[src/hw/rtl/ipv6_address_text_parser_macros.svh]
// ---------------------------------------------------------------------------
// IPv6 address text parser: assertion macros
// Shared concurrent assertion forms, clocked on clk and quiet during reset.
// ---------------------------------------------------------------------------
`ifndef IPV6_ADDRESS_TEXT_PARSER_MACROS_SVH
`define IPV6_ADDRESS_TEXT_PARSER_MACROS_SVH

// condition holds at every edge out of reset
`define IPV6TP_ASSERT_ALWAYS(label, cond, msg) \
  label: assert property (@(posedge clk) disable iff (!rst_n) (cond)) else $error(msg);

// same-cycle implication
`define IPV6TP_ASSERT_IMP(label, ante, cons, msg) \
  label: assert property (@(posedge clk) disable iff (!rst_n) (ante) |-> (cons)) \
    else $error(msg);

// next-cycle implication
`define IPV6TP_ASSERT_NEXT(label, ante, cons, msg) \
  label: assert property (@(posedge clk) disable iff (!rst_n) (ante) |=> (cons)) \
    else $error(msg);

`endif

[src/hw/rtl/ipv6tp_pkg.sv]
// ---------------------------------------------------------------------------
// IPv6 address text parser package
// Character codes, byte-store type and small arithmetic helpers.
// ---------------------------------------------------------------------------
`timescale 1ns / 1ps

package ipv6tp_pkg;

  localparam int unsigned ADDR_BYTES = 16;

  // byte k of the address sits at index k
  typedef logic [ADDR_BYTES-1:0][7:0] bytes_t;

  localparam logic [4:0] BYTE_COUNT  = 5'd16;
  localparam logic [4:0] NO_PAD      = BYTE_COUNT;
  localparam logic [4:0] TAIL_LATEST = 5'd12;
  localparam logic [1:0] TAIL_OCTETS = 2'd3;
  localparam logic [7:0] PREFIX_BYTE = 8'hff;

  localparam logic [7:0] CH_COLON = 8'h3a;
  localparam logic [7:0] CH_DOT   = 8'h2e;
  localparam logic [7:0] CH_0     = 8'h30;
  localparam logic [7:0] CH_9     = 8'h39;
  localparam logic [7:0] CH_UA    = 8'h41;
  localparam logic [7:0] CH_UF    = 8'h46;
  localparam logic [7:0] CH_LA    = 8'h61;
  localparam logic [7:0] CH_LF    = 8'h66;
  localparam logic [7:0] HEX_UC_OFS = 8'd55;  // 'A' - 10
  localparam logic [7:0] HEX_LC_OFS = 8'd87;  // 'a' - 10

  // v * 10 + d, modulo 256
  function automatic logic [7:0] mul10_add(logic [7:0] v, logic [3:0] d);
    logic [7:0] t;
    t = (v << 3) + (v << 1) + {4'b0000, d};
    return t;
  endfunction

  // write one byte if the index is still inside the address
  function automatic bytes_t put_byte(bytes_t s, logic [4:0] idx, logic [7:0] v);
    bytes_t t;
    t = s;
    if (idx < BYTE_COUNT) t[idx[3:0]] = v;
    return t;
  endfunction

endpackage

[src/hw/rtl/ipv6_address_text_parser.sv]
// ---------------------------------------------------------------------------
// IPv6 address text parser
// Reads address text one character per transaction, gives the 128-bit
// address and an error flag on the last character.
// ---------------------------------------------------------------------------
// Usage:
//   Input channel  in_valid/in_ready carries in_char_code (ASCII) and
//   in_last_char, which marks the final character of a string.
//   Output channel out_valid/out_ready carries out_addr_high (bytes 0..7),
//   out_addr_low (bytes 8..15) and out_parse_error; one transaction per
//   string, none for the other characters. On error the address is zero.
//   Throughput: one character per cycle, except that a last character
//   waits while the result register is still full. Each character passes
//   once through an input register, the parse and address-compaction
//   logic and, for a last character, the result register.
//   A stalled receiver holds the result; further characters of the next
//   string are still taken, and only a second last character waits until
//   the result register is free.
//   Reset (rst_n low, synchronous) empties both registers and clears the
//   parse state; the byte store is left as it is.
// ---------------------------------------------------------------------------
`timescale 1ns / 1ps

`include "ipv6_address_text_parser_macros.svh"

module ipv6_address_text_parser (
  input  logic        clk,
  input  logic        rst_n,
  input  logic        in_valid,
  output logic        in_ready,
  input  logic [7:0]  in_char_code,
  input  logic        in_last_char,
  output logic        out_valid,
  input  logic        out_ready,
  output logic [63:0] out_addr_high,
  output logic [63:0] out_addr_low,
  output logic        out_parse_error
);

  // input register
  logic       in_valid_r;
  logic [7:0] in_char_r;
  logic       in_last_r;

  // parse state
  ipv6tp_pkg::bytes_t store_r, store_nxt;
  logic [4:0]  wi_r, wi_nxt;
  logic [4:0]  pad_r, pad_nxt;
  logic [15:0] chunk_r, chunk_nxt;
  logic        prev_colon_r, prev_colon_nxt;
  logic        at_start_r, at_start_nxt;
  logic        finished_r, finished_nxt;
  logic        err_r, err_nxt;
  logic [1:0]  octets_left_r, octets_left_nxt;
  logic        in_tail_r, in_tail_nxt;
  logic [7:0]  octet_r, octet_nxt;
  logic        digits_ended_r, digits_ended_nxt;

  // result register
  logic        out_valid_r;
  logic [63:0] out_high_r, out_high_nxt;
  logic [63:0] out_low_r, out_low_nxt;
  logic        out_err_r;

  logic        step_go;
  logic        is_dec, is_uc, is_lc, is_hex;
  logic [7:0]  dig_dec, dig_uc, dig_lc;
  logic [3:0]  hex_nib;
  logic        tail_ok;
  logic [7:0]  tail_v;
  logic [4:0]  fill_w, fill_n;
  logic        do_pad;
  ipv6tp_pkg::bytes_t res;

  // a last character needs the result register free
  assign step_go  = in_valid_r && (!in_last_r || !out_valid_r || out_ready);
  assign in_ready = !in_valid_r || step_go;

  assign is_dec = (in_char_r >= ipv6tp_pkg::CH_0)  && (in_char_r <= ipv6tp_pkg::CH_9);
  assign is_uc  = (in_char_r >= ipv6tp_pkg::CH_UA) && (in_char_r <= ipv6tp_pkg::CH_UF);
  assign is_lc  = (in_char_r >= ipv6tp_pkg::CH_LA) && (in_char_r <= ipv6tp_pkg::CH_LF);
  assign is_hex = is_dec || is_uc || is_lc;

  assign dig_dec = in_char_r - ipv6tp_pkg::CH_0;
  assign dig_uc  = in_char_r - ipv6tp_pkg::HEX_UC_OFS;
  assign dig_lc  = in_char_r - ipv6tp_pkg::HEX_LC_OFS;
  assign hex_nib = is_dec ? dig_dec[3:0] : (is_uc ? dig_uc[3:0] : dig_lc[3:0]);

  always_comb begin
    store_nxt        = store_r;
    wi_nxt           = wi_r;
    pad_nxt          = pad_r;
    chunk_nxt        = chunk_r;
    prev_colon_nxt   = prev_colon_r;
    at_start_nxt     = at_start_r;
    finished_nxt     = finished_r;
    err_nxt          = err_r;
    octets_left_nxt  = octets_left_r;
    in_tail_nxt      = in_tail_r;
    octet_nxt        = octet_r;
    digits_ended_nxt = digits_ended_r;
    tail_ok          = 1'b1;
    tail_v           = 8'd0;
    fill_w           = 5'd0;
    fill_n           = 5'd0;
    do_pad           = 1'b0;
    res              = '0;
    out_high_nxt     = '0;
    out_low_nxt      = '0;

    if (!finished_r) begin
      if (in_tail_r) begin
        if (!digits_ended_r && is_dec) begin
          octet_nxt = ipv6tp_pkg::mul10_add(octet_r, dig_dec[3:0]);
        end else if (in_char_r == ipv6tp_pkg::CH_DOT && octets_left_r > 2'd1) begin
          store_nxt        = ipv6tp_pkg::put_byte(store_nxt, wi_nxt, octet_r);
          wi_nxt           = wi_nxt + 5'd1;
          octets_left_nxt  = octets_left_r - 2'd1;
          octet_nxt        = 8'd0;
          digits_ended_nxt = 1'b0;
          if (in_last_r) begin
            err_nxt      = 1'b1;
            finished_nxt = 1'b1;
          end
        end else begin
          digits_ended_nxt = 1'b1;
        end
      end else if (in_char_r == ipv6tp_pkg::CH_COLON) begin
        if (at_start_r || prev_colon_r) begin
          if (pad_nxt != ipv6tp_pkg::NO_PAD && pad_nxt != wi_nxt) begin
            err_nxt      = 1'b1;
            finished_nxt = 1'b1;
          end else begin
            pad_nxt = wi_nxt;
          end
        end else begin
          store_nxt = ipv6tp_pkg::put_byte(store_nxt, wi_nxt, chunk_r[15:8]);
          wi_nxt    = wi_nxt + 5'd1;
          store_nxt = ipv6tp_pkg::put_byte(store_nxt, wi_nxt, chunk_r[7:0]);
          wi_nxt    = wi_nxt + 5'd1;
          chunk_nxt = 16'd0;
          if (wi_nxt >= ipv6tp_pkg::BYTE_COUNT) finished_nxt = 1'b1;
        end
        prev_colon_nxt = 1'b1;
        at_start_nxt   = 1'b0;
      end else if (is_hex) begin
        chunk_nxt      = {chunk_r[11:0], hex_nib};
        prev_colon_nxt = 1'b0;
        at_start_nxt   = 1'b0;
      end else if (in_char_r == ipv6tp_pkg::CH_DOT) begin
        // tail with nothing before it gets the ::ffff prefix
        if (wi_r == 5'd0) begin
          store_nxt[0] = ipv6tp_pkg::PREFIX_BYTE;
          store_nxt[1] = ipv6tp_pkg::PREFIX_BYTE;
          pad_nxt      = 5'd0;
          wi_nxt       = 5'd2;
        end else if (wi_r > ipv6tp_pkg::TAIL_LATEST) begin
          tail_ok      = 1'b0;
          err_nxt      = 1'b1;
          finished_nxt = 1'b1;
        end
        if (tail_ok) begin
          // first octet: the low three nibbles read as decimal digits
          tail_v    = ipv6tp_pkg::mul10_add(8'd0, chunk_r[11:8]);
          tail_v    = ipv6tp_pkg::mul10_add(tail_v, chunk_r[7:4]);
          tail_v    = ipv6tp_pkg::mul10_add(tail_v, chunk_r[3:0]);
          chunk_nxt = {chunk_r[3:0], 12'd0};
          store_nxt = ipv6tp_pkg::put_byte(store_nxt, wi_nxt, tail_v);
          wi_nxt    = wi_nxt + 5'd1;
          if (in_last_r) begin
            err_nxt      = 1'b1;
            finished_nxt = 1'b1;
          end else begin
            in_tail_nxt      = 1'b1;
            octets_left_nxt  = ipv6tp_pkg::TAIL_OCTETS;
            octet_nxt        = 8'd0;
            digits_ended_nxt = 1'b0;
          end
        end
      end else begin
        err_nxt      = 1'b1;
        finished_nxt = 1'b1;
      end
    end

    if (in_last_r) begin
      // end of string
      if (!finished_nxt) begin
        if (in_tail_nxt) begin
          if (octets_left_nxt > 2'd1) begin
            err_nxt = 1'b1;
          end else begin
            store_nxt = ipv6tp_pkg::put_byte(store_nxt, wi_nxt, octet_nxt);
            wi_nxt    = wi_nxt + 5'd1;
          end
        end else if (prev_colon_nxt) begin
          if (pad_nxt != ipv6tp_pkg::NO_PAD && pad_nxt != wi_nxt) begin
            err_nxt = 1'b1;
          end else begin
            pad_nxt = wi_nxt;
          end
        end else begin
          store_nxt = ipv6tp_pkg::put_byte(store_nxt, wi_nxt, chunk_nxt[15:8]);
          wi_nxt    = wi_nxt + 5'd1;
          store_nxt = ipv6tp_pkg::put_byte(store_nxt, wi_nxt, chunk_nxt[7:0]);
          wi_nxt    = wi_nxt + 5'd1;
          if (wi_nxt < ipv6tp_pkg::BYTE_COUNT && pad_nxt == ipv6tp_pkg::NO_PAD) begin
            err_nxt = 1'b1;
          end
        end
      end

      // open the zero run at the marker: bytes from it move to the top
      fill_w = (wi_nxt > ipv6tp_pkg::BYTE_COUNT) ? ipv6tp_pkg::BYTE_COUNT : wi_nxt;
      fill_n = ipv6tp_pkg::BYTE_COUNT - fill_w;
      do_pad = (pad_nxt < ipv6tp_pkg::NO_PAD) && (pad_nxt <= fill_w);
      if (!err_nxt) begin
        for (int k = 0; k < ipv6tp_pkg::ADDR_BYTES; k++) begin
          if (!do_pad || 5'(k) < pad_nxt) begin
            res[k] = store_nxt[k];
          end else if (5'(k) < pad_nxt + fill_n) begin
            res[k] = 8'd0;
          end else begin
            res[k] = store_nxt[4'(k) - fill_n[3:0]];
          end
        end
      end
      for (int k = 0; k < ipv6tp_pkg::ADDR_BYTES / 2; k++) begin
        out_high_nxt[63 - 8*k -: 8] = res[k];
        out_low_nxt[63 - 8*k -: 8]  = res[k + ipv6tp_pkg::ADDR_BYTES / 2];
      end
      store_nxt = res;
    end
  end

  always_ff @(posedge clk) begin
    if (!rst_n) begin
      in_valid_r     <= 1'b0;
      out_valid_r    <= 1'b0;
      wi_r           <= 5'd0;
      pad_r          <= ipv6tp_pkg::NO_PAD;
      chunk_r        <= 16'd0;
      prev_colon_r   <= 1'b0;
      at_start_r     <= 1'b1;
      finished_r     <= 1'b0;
      err_r          <= 1'b0;
      octets_left_r  <= 2'd0;
      in_tail_r      <= 1'b0;
      octet_r        <= 8'd0;
      digits_ended_r <= 1'b0;
    end else begin
      if (in_ready) in_valid_r <= in_valid;
      if (step_go && in_last_r) begin
        out_valid_r <= 1'b1;
      end else if (out_ready) begin
        out_valid_r <= 1'b0;
      end
      if (step_go) begin
        if (in_last_r) begin
          wi_r           <= 5'd0;
          pad_r          <= ipv6tp_pkg::NO_PAD;
          chunk_r        <= 16'd0;
          prev_colon_r   <= 1'b0;
          at_start_r     <= 1'b1;
          finished_r     <= 1'b0;
          err_r          <= 1'b0;
          octets_left_r  <= 2'd0;
          in_tail_r      <= 1'b0;
          octet_r        <= 8'd0;
          digits_ended_r <= 1'b0;
        end else begin
          wi_r           <= wi_nxt;
          pad_r          <= pad_nxt;
          chunk_r        <= chunk_nxt;
          prev_colon_r   <= prev_colon_nxt;
          at_start_r     <= at_start_nxt;
          finished_r     <= finished_nxt;
          err_r          <= err_nxt;
          octets_left_r  <= octets_left_nxt;
          in_tail_r      <= in_tail_nxt;
          octet_r        <= octet_nxt;
          digits_ended_r <= digits_ended_nxt;
        end
      end
    end
  end

  // payload registers
  always_ff @(posedge clk) begin
    if (in_valid && in_ready) begin
      in_char_r <= in_char_code;
      in_last_r <= in_last_char;
    end
    if (step_go) store_r <= store_nxt;
    if (step_go && in_last_r) begin
      out_high_r <= out_high_nxt;
      out_low_r  <= out_low_nxt;
      out_err_r  <= err_nxt;
    end
  end

  assign out_valid       = out_valid_r;
  assign out_addr_high   = out_high_r;
  assign out_addr_low    = out_low_r;
  assign out_parse_error = out_err_r;

  `IPV6TP_ASSERT_ALWAYS(a_wi_range, wi_r <= ipv6tp_pkg::BYTE_COUNT, "write index past end")
  `IPV6TP_ASSERT_IMP(a_err_zero, out_valid_r && out_err_r, out_high_r == 64'd0 && out_low_r == 64'd0, "error result not zero")
  `IPV6TP_ASSERT_NEXT(a_clear_after_last, step_go && in_last_r, wi_r == 5'd0 && at_start_r && !finished_r && !err_r, "parse state not cleared after string")
  `IPV6TP_ASSERT_IMP(a_out_from_last, $rose(out_valid_r), $past(step_go && in_last_r), "result without last character")
  `IPV6TP_ASSERT_IMP(a_tail_has_bytes, in_tail_r, wi_r >= 5'd1 && octets_left_r != 2'd0, "dotted tail without bytes")

endmodule

[config.mk]
export PLATFORM = sky130hd
export DESIGN_NAME = ipv6_address_text_parser
export DESIGN_NICKNAME = d
export VERILOG_FILES = /design/src/hw/rtl/ipv6tp_pkg.sv /design/src/hw/rtl/ipv6_address_text_parser.sv
export VERILOG_INCLUDE_DIRS = /design/src /design/src/hw/rtl
export SDC_FILE = /design/constraint.sdc
export NUM_CORES = 2
export LEC_CHECK = 0
export BUFFER_PORTS_ARGS = -buffer_cell sky130_fd_sc_hd__buf_2
export CAP_MARGIN = 20
export CORE_UTILIZATION = 40
export DETAILED_ROUTE_END_ITERATION = 12
export GPL_TIMING_DRIVEN = 0
export SYNTH_ARGS = -nofsm -noshare
export SYNTH_HDL_FRONTEND = slang
export SYNTH_SLANG_ARGS = --single-unit
[constraint.sdc]
create_clock -name clk -period 10.5 [get_ports clk]
set_input_delay 2.1 -clock clk [delete_from_list [all_inputs] [get_ports clk]]
set_output_delay 2.1 -clock clk [all_outputs]
set_load 0.05 [all_outputs]
==> impl_metrics.ini, run 1 <==
[run_status]
status = stopped before the end
lastStage = global routing
error = [ERROR GRT-0116] Global routing finished with congestion. Check the congestion regions in the DRC Viewer.

[logic_synthesis]
synth-seq-area-share_pct = 22.2
synth_edf_count = 266
syn_avg_cell_area_sq_um = 7.78
syn_inst = 5132
synthTopCellsByArea = edfxtp_1 20%, mux2i_1 6.2%, nand2_1 5.5%
yosys_register_bits = 310
yosysUniqueCellTypes = 125
yosysTopAreaCell = edfxtp_1
synth_common_cells = 580 x nand2_1, 432 x nor2_1, 368 x a21oi_1
synth_ff_type = edfxtp_1
synth.most_common_cell = nand2_1
syn_nets = 5217
synth.top_cell.area_share_pct = 20.0
ys_warn_count = 0
synthesis.area_sq_um = 39900
synth-async-reset-ratio_pct = 0

[clock_tree]
cts_made_buffers = 37
cts_hold_buffers = 0
clk_root_buffer_cell = clkbuf_16
htree_levels = 2
clockBufferDepth = 3
clock-sinks = 310

[grt]
grt_pass1_wl_um = 517000
grt_max_degree = 97
grt_usage_pct = 74.0
grt_overflow = 100
grt_pass1_vias = 55300

[floorplan]
die_x_um = 318
initial_core_util_pct = 40.5
core.rowCount = 115
chipHeight_um = 318
num_io_pins = 144

[placement]
port_buffers = 142
pre_cts_slack_ns = -6.58
place.gp.congestion = 1.34
dp_hpwl_um = 286000
[cells by family after synthesis]
| kind of cell | share of synthesized area [%] |
|---|---|
| and+or+nand+nor | 21.6 |
| adders and majority gates | 2.39 |
| muxes | 12.8 |
| xor gates and xnor gates | 1.25 |
| buffers and inverters | 5.65 |
| AOI/OAI and AO/OA | 34.1 |
| DFF | 22.2 |
[per-layer routing]
layer  global-route usage, %  GRT overflow
met5                    35.2             0
met3                    60.0             5
met4                    69.5            41
met1                    76.4             0
met2                    87.9            54
[metrics by stage]
stage / instances / instance area (sq um) / utilization [%] / hold WS, ns
after CTS: 6795 / 46100 / 46.7 / 0.488
after detailed placement: 6722 / 44200 / 44.7 / 0.474
after global placement: 6561 / 42300 / 42.8 / 0.453
after floorplan: 5132 / 39900 / - / 0.437
[repair_timing]
item,CTS
setup buffers,14
gates cloned,0
endpoints found under the setup margin,256
resized for setup,137
pin swaps,14
==> run 2, diff against run 1 <==
- CORE_UTILIZATION: 40 -> 25
- PLACE_DENSITY_LB_ADDON: not set -> 0.15
- clock period: 10.5 -> 13.65 ns (I/O delays scaled with it)
==> run 2 against run 1 <==
The flow now finishes without violations. Synthesized area is the same. Synthesized cell count did not move.
==> impl_metrics.ini, run 2 <==
[run_status]
status = finished, final reports clean

[power_and_ir_drop]
leakagePower_nw = 18.2
ir_drop_uv = 119
powerDensity_nw_per_um2 = 98.3

[critical_path]
cp-startpoint = wi_r[1]
arrival_ns = 14.23
crit_type = reg2reg
cpPeakStageDelay_ns = 0.52
worstSetupStartpointType = flop
cp.required_ns = 14.23
critPathTopFamily = buffers and inverters
path_depth = 46
reg2reg_depth = 46
r2r_start = wi_r[1]
reg2reg_slack_ns = 0.002
crit_fanout = 23
worst_path_max_delay_cell = nand3_1
critPathBufInv = 17
rr_endpoint = store_r[40]
cp-end-kind = flop
worstSetupEndpoint = store_r[40]

[layout]
layout_commonest_cell = nand2_1
final_area_sq_um = 49600
drive_gt1_share_pct = 19.7
largest_register_ffs = 128
final_net_count = 5719
largest-register = store_r
fillCellCount = 17000
most-common-layout-cells = 579 x nand2_1, 423 x nor2_1, 362 x a21oi_1
area_delta_synth_final_pct = 24.2
final_core_util_pct = 31.3

[drt]
routed_wl_um = 463000
dr.pass1.iters = 12
initialDrtViolationCount = 10700
antenna_left = 0
drc_errors = 0
post_drt_wl_per_cell_um = 59.3
vias_per_cell = 7.45
via_count = 58100

[logic_synthesis]
synthTopCellsByArea = edfxtp_1 20%, mux2i_1 6.2%, nand2_1 5.5%
synth.most_common_cell = nand2_1
synth_top_family_by_area = compound AO/OA/AOI/OAI gates
synth_ff_type = edfxtp_1
synth-seq-area-share_pct = 22.2
synth-compound-area-share_pct = 34.1
synth_edf_count = 266
synth-simple-area-share_pct = 21.6
synthesis.area_sq_um = 39900
synth_common_cells = 580 x nand2_1, 432 x nor2_1, 368 x a21oi_1
synth_mux_area_share_pct = 12.8
syn_nets = 5217
ys_warn_count = 0
syn_avg_cell_area_sq_um = 7.78
yosysTopAreaCell = edfxtp_1
yosys_register_bits = 310
yosys.area_share.xor_xnor_pct = 1.25
syn_inst = 5132
yosysUniqueCellTypes = 125
synth.top_cell.area_share_pct = 20.0
synth-async-reset-ratio_pct = 0
synthAdderAreaFrac_pct = 2.39

[floorplan]
initial_core_util_pct = 25.2
chipHeight_um = 402
die-area_sq_um = 161000
num_io_pins = 144
core.rowCount = 146
die_x_um = 402
core_sq_um = 159000

[hold_path]
hp-class = reg2reg
hold_path_depth = 1

[placement]
port_buffers = 142
dp_hpwl_um = 373000
place.gp.congestion = 1.14
dpl_cell_area_sq_um = 47500

[sta]
grt_setup_unrepaired = no
fin_crit_ns = 13.65
finalHoldViolations = 0
max-slew-margin-rel_pct = 2.81
finalSetupViolations = 0
fmax_mhz = 73.3
clock_skew_ns = 0.0639
drv_slew = 0
tightest_slew_ns = 1.46
fin_crit_sh_pct = 100

[clock_tree]
clock-sinks = 310
clkTransAtPathRegs_ns = 0.06
htree_levels = 2
cts_tree = done
cts_hold_buffers = 0
clockBufferDepth = 3
worstSkewPairLatency_ns = 0.71
clk_root_buffer_cell = clkbuf_16
cts_made_buffers = 41

[grt]
grt_pass1_vias = 51400
grt_antenna_before_repair = 65
grt_max_degree = 101
grt_overflow = 0
grt_pass1_wl_um = 577000
grt_usage_pct = 55.0

[job]
drv_cap = 0
-- run 2: cell counts after synthesis --
Identical to the previous run, type by type.
-- run 2: logic make-up after synthesis --
group / Yosys count
muxes: 419
buffers and inverters: 542
DFF: 310
and+or+nand+nor: 1784
adders and majority gates: 72
xor gates and xnor gates: 48
AOI/OAI and AO/OA: 1957
-- run 2: report_power, final --
group / leakage (nW) / internal [mW] / total (mW) / switching, mW
Sequential: 2.92 / 1.08 / 1.14 / 0.0638
Combinational: 14.6 / 0.683 / 2.47 / 1.78
Clock: 0.712 / 0.727 / 1.27 / 0.542
-- run 2: stage by stage --
stage	instances	setup slack (ns)	setup TNS, ns	power (mW)	hold slack, ns
after floorplan	5132	3.68	0	2.19	0.437
after CTS	7725	0.0647	0	4.64	0.494
after global routing	7746	0.241	0	4.80	0.504
after detailed placement	7640	-4.15	-799.12	3.39	0.475
final	7801	0.00152	0	4.88	0.501
after global placement	7346	-6.20	-1128.72	3.28	0.455
-- run 2: worst min-delay path by stage --
stage / start / to
final: at_start_r / at_start_r
after global routing: at_start_r / at_start_r
after CTS: at_start_r / at_start_r
after detailed placement: err_r / err_r
after global placement: err_r / err_r
after floorplan: err_r / err_r
-- run 2: layer usage --
metal	up-vias	wire (um)	part of all wire (%)	global-route usage, %
li1	21200	-	-	-
met1	28500	158000	34	59.6
met2	6233	178000	38	74.8
met3	2189	68500	15	28.8
met4	38	57300	12	54.9
met5	-	529	0.11	2.44
-- run 2: what timing repair did --
action,in CTS,in global routing
setup endpoints to repair,256,151
buffers inserted,11,0
pin swaps,5,1
gates resized for setup,35,13
-- run 2: final cells by class --
type,instances,area [sq um],area share (%)
well taps,2072,2590,5.23
inverters,86,342,0.689
multi-input cells,4280,29700,59.8
clock buffers,48,1080,2.18
flip-flops and latches,310,8870,17.9
repair buffers,463,4540,9.16
clock inverters,27,379,0.764
plain buffers,452,1980,3.98
diodes,63,158,0.318
-- run 2: worst register-to-register path, delay by kind of cell, from the launching register on --
kind                       cells  cell delay (ns)
AOI/OAI and AO/OA             12             3.48
xor gates and xnor gates       2             0.50
adders and majority gates      5             1.50
buffers and inverters         17             5.06
DFF                            1             0.43
muxes                          1             0.50
and+or+nand+nor                9             2.12
(Power assumes the default switching activity.)
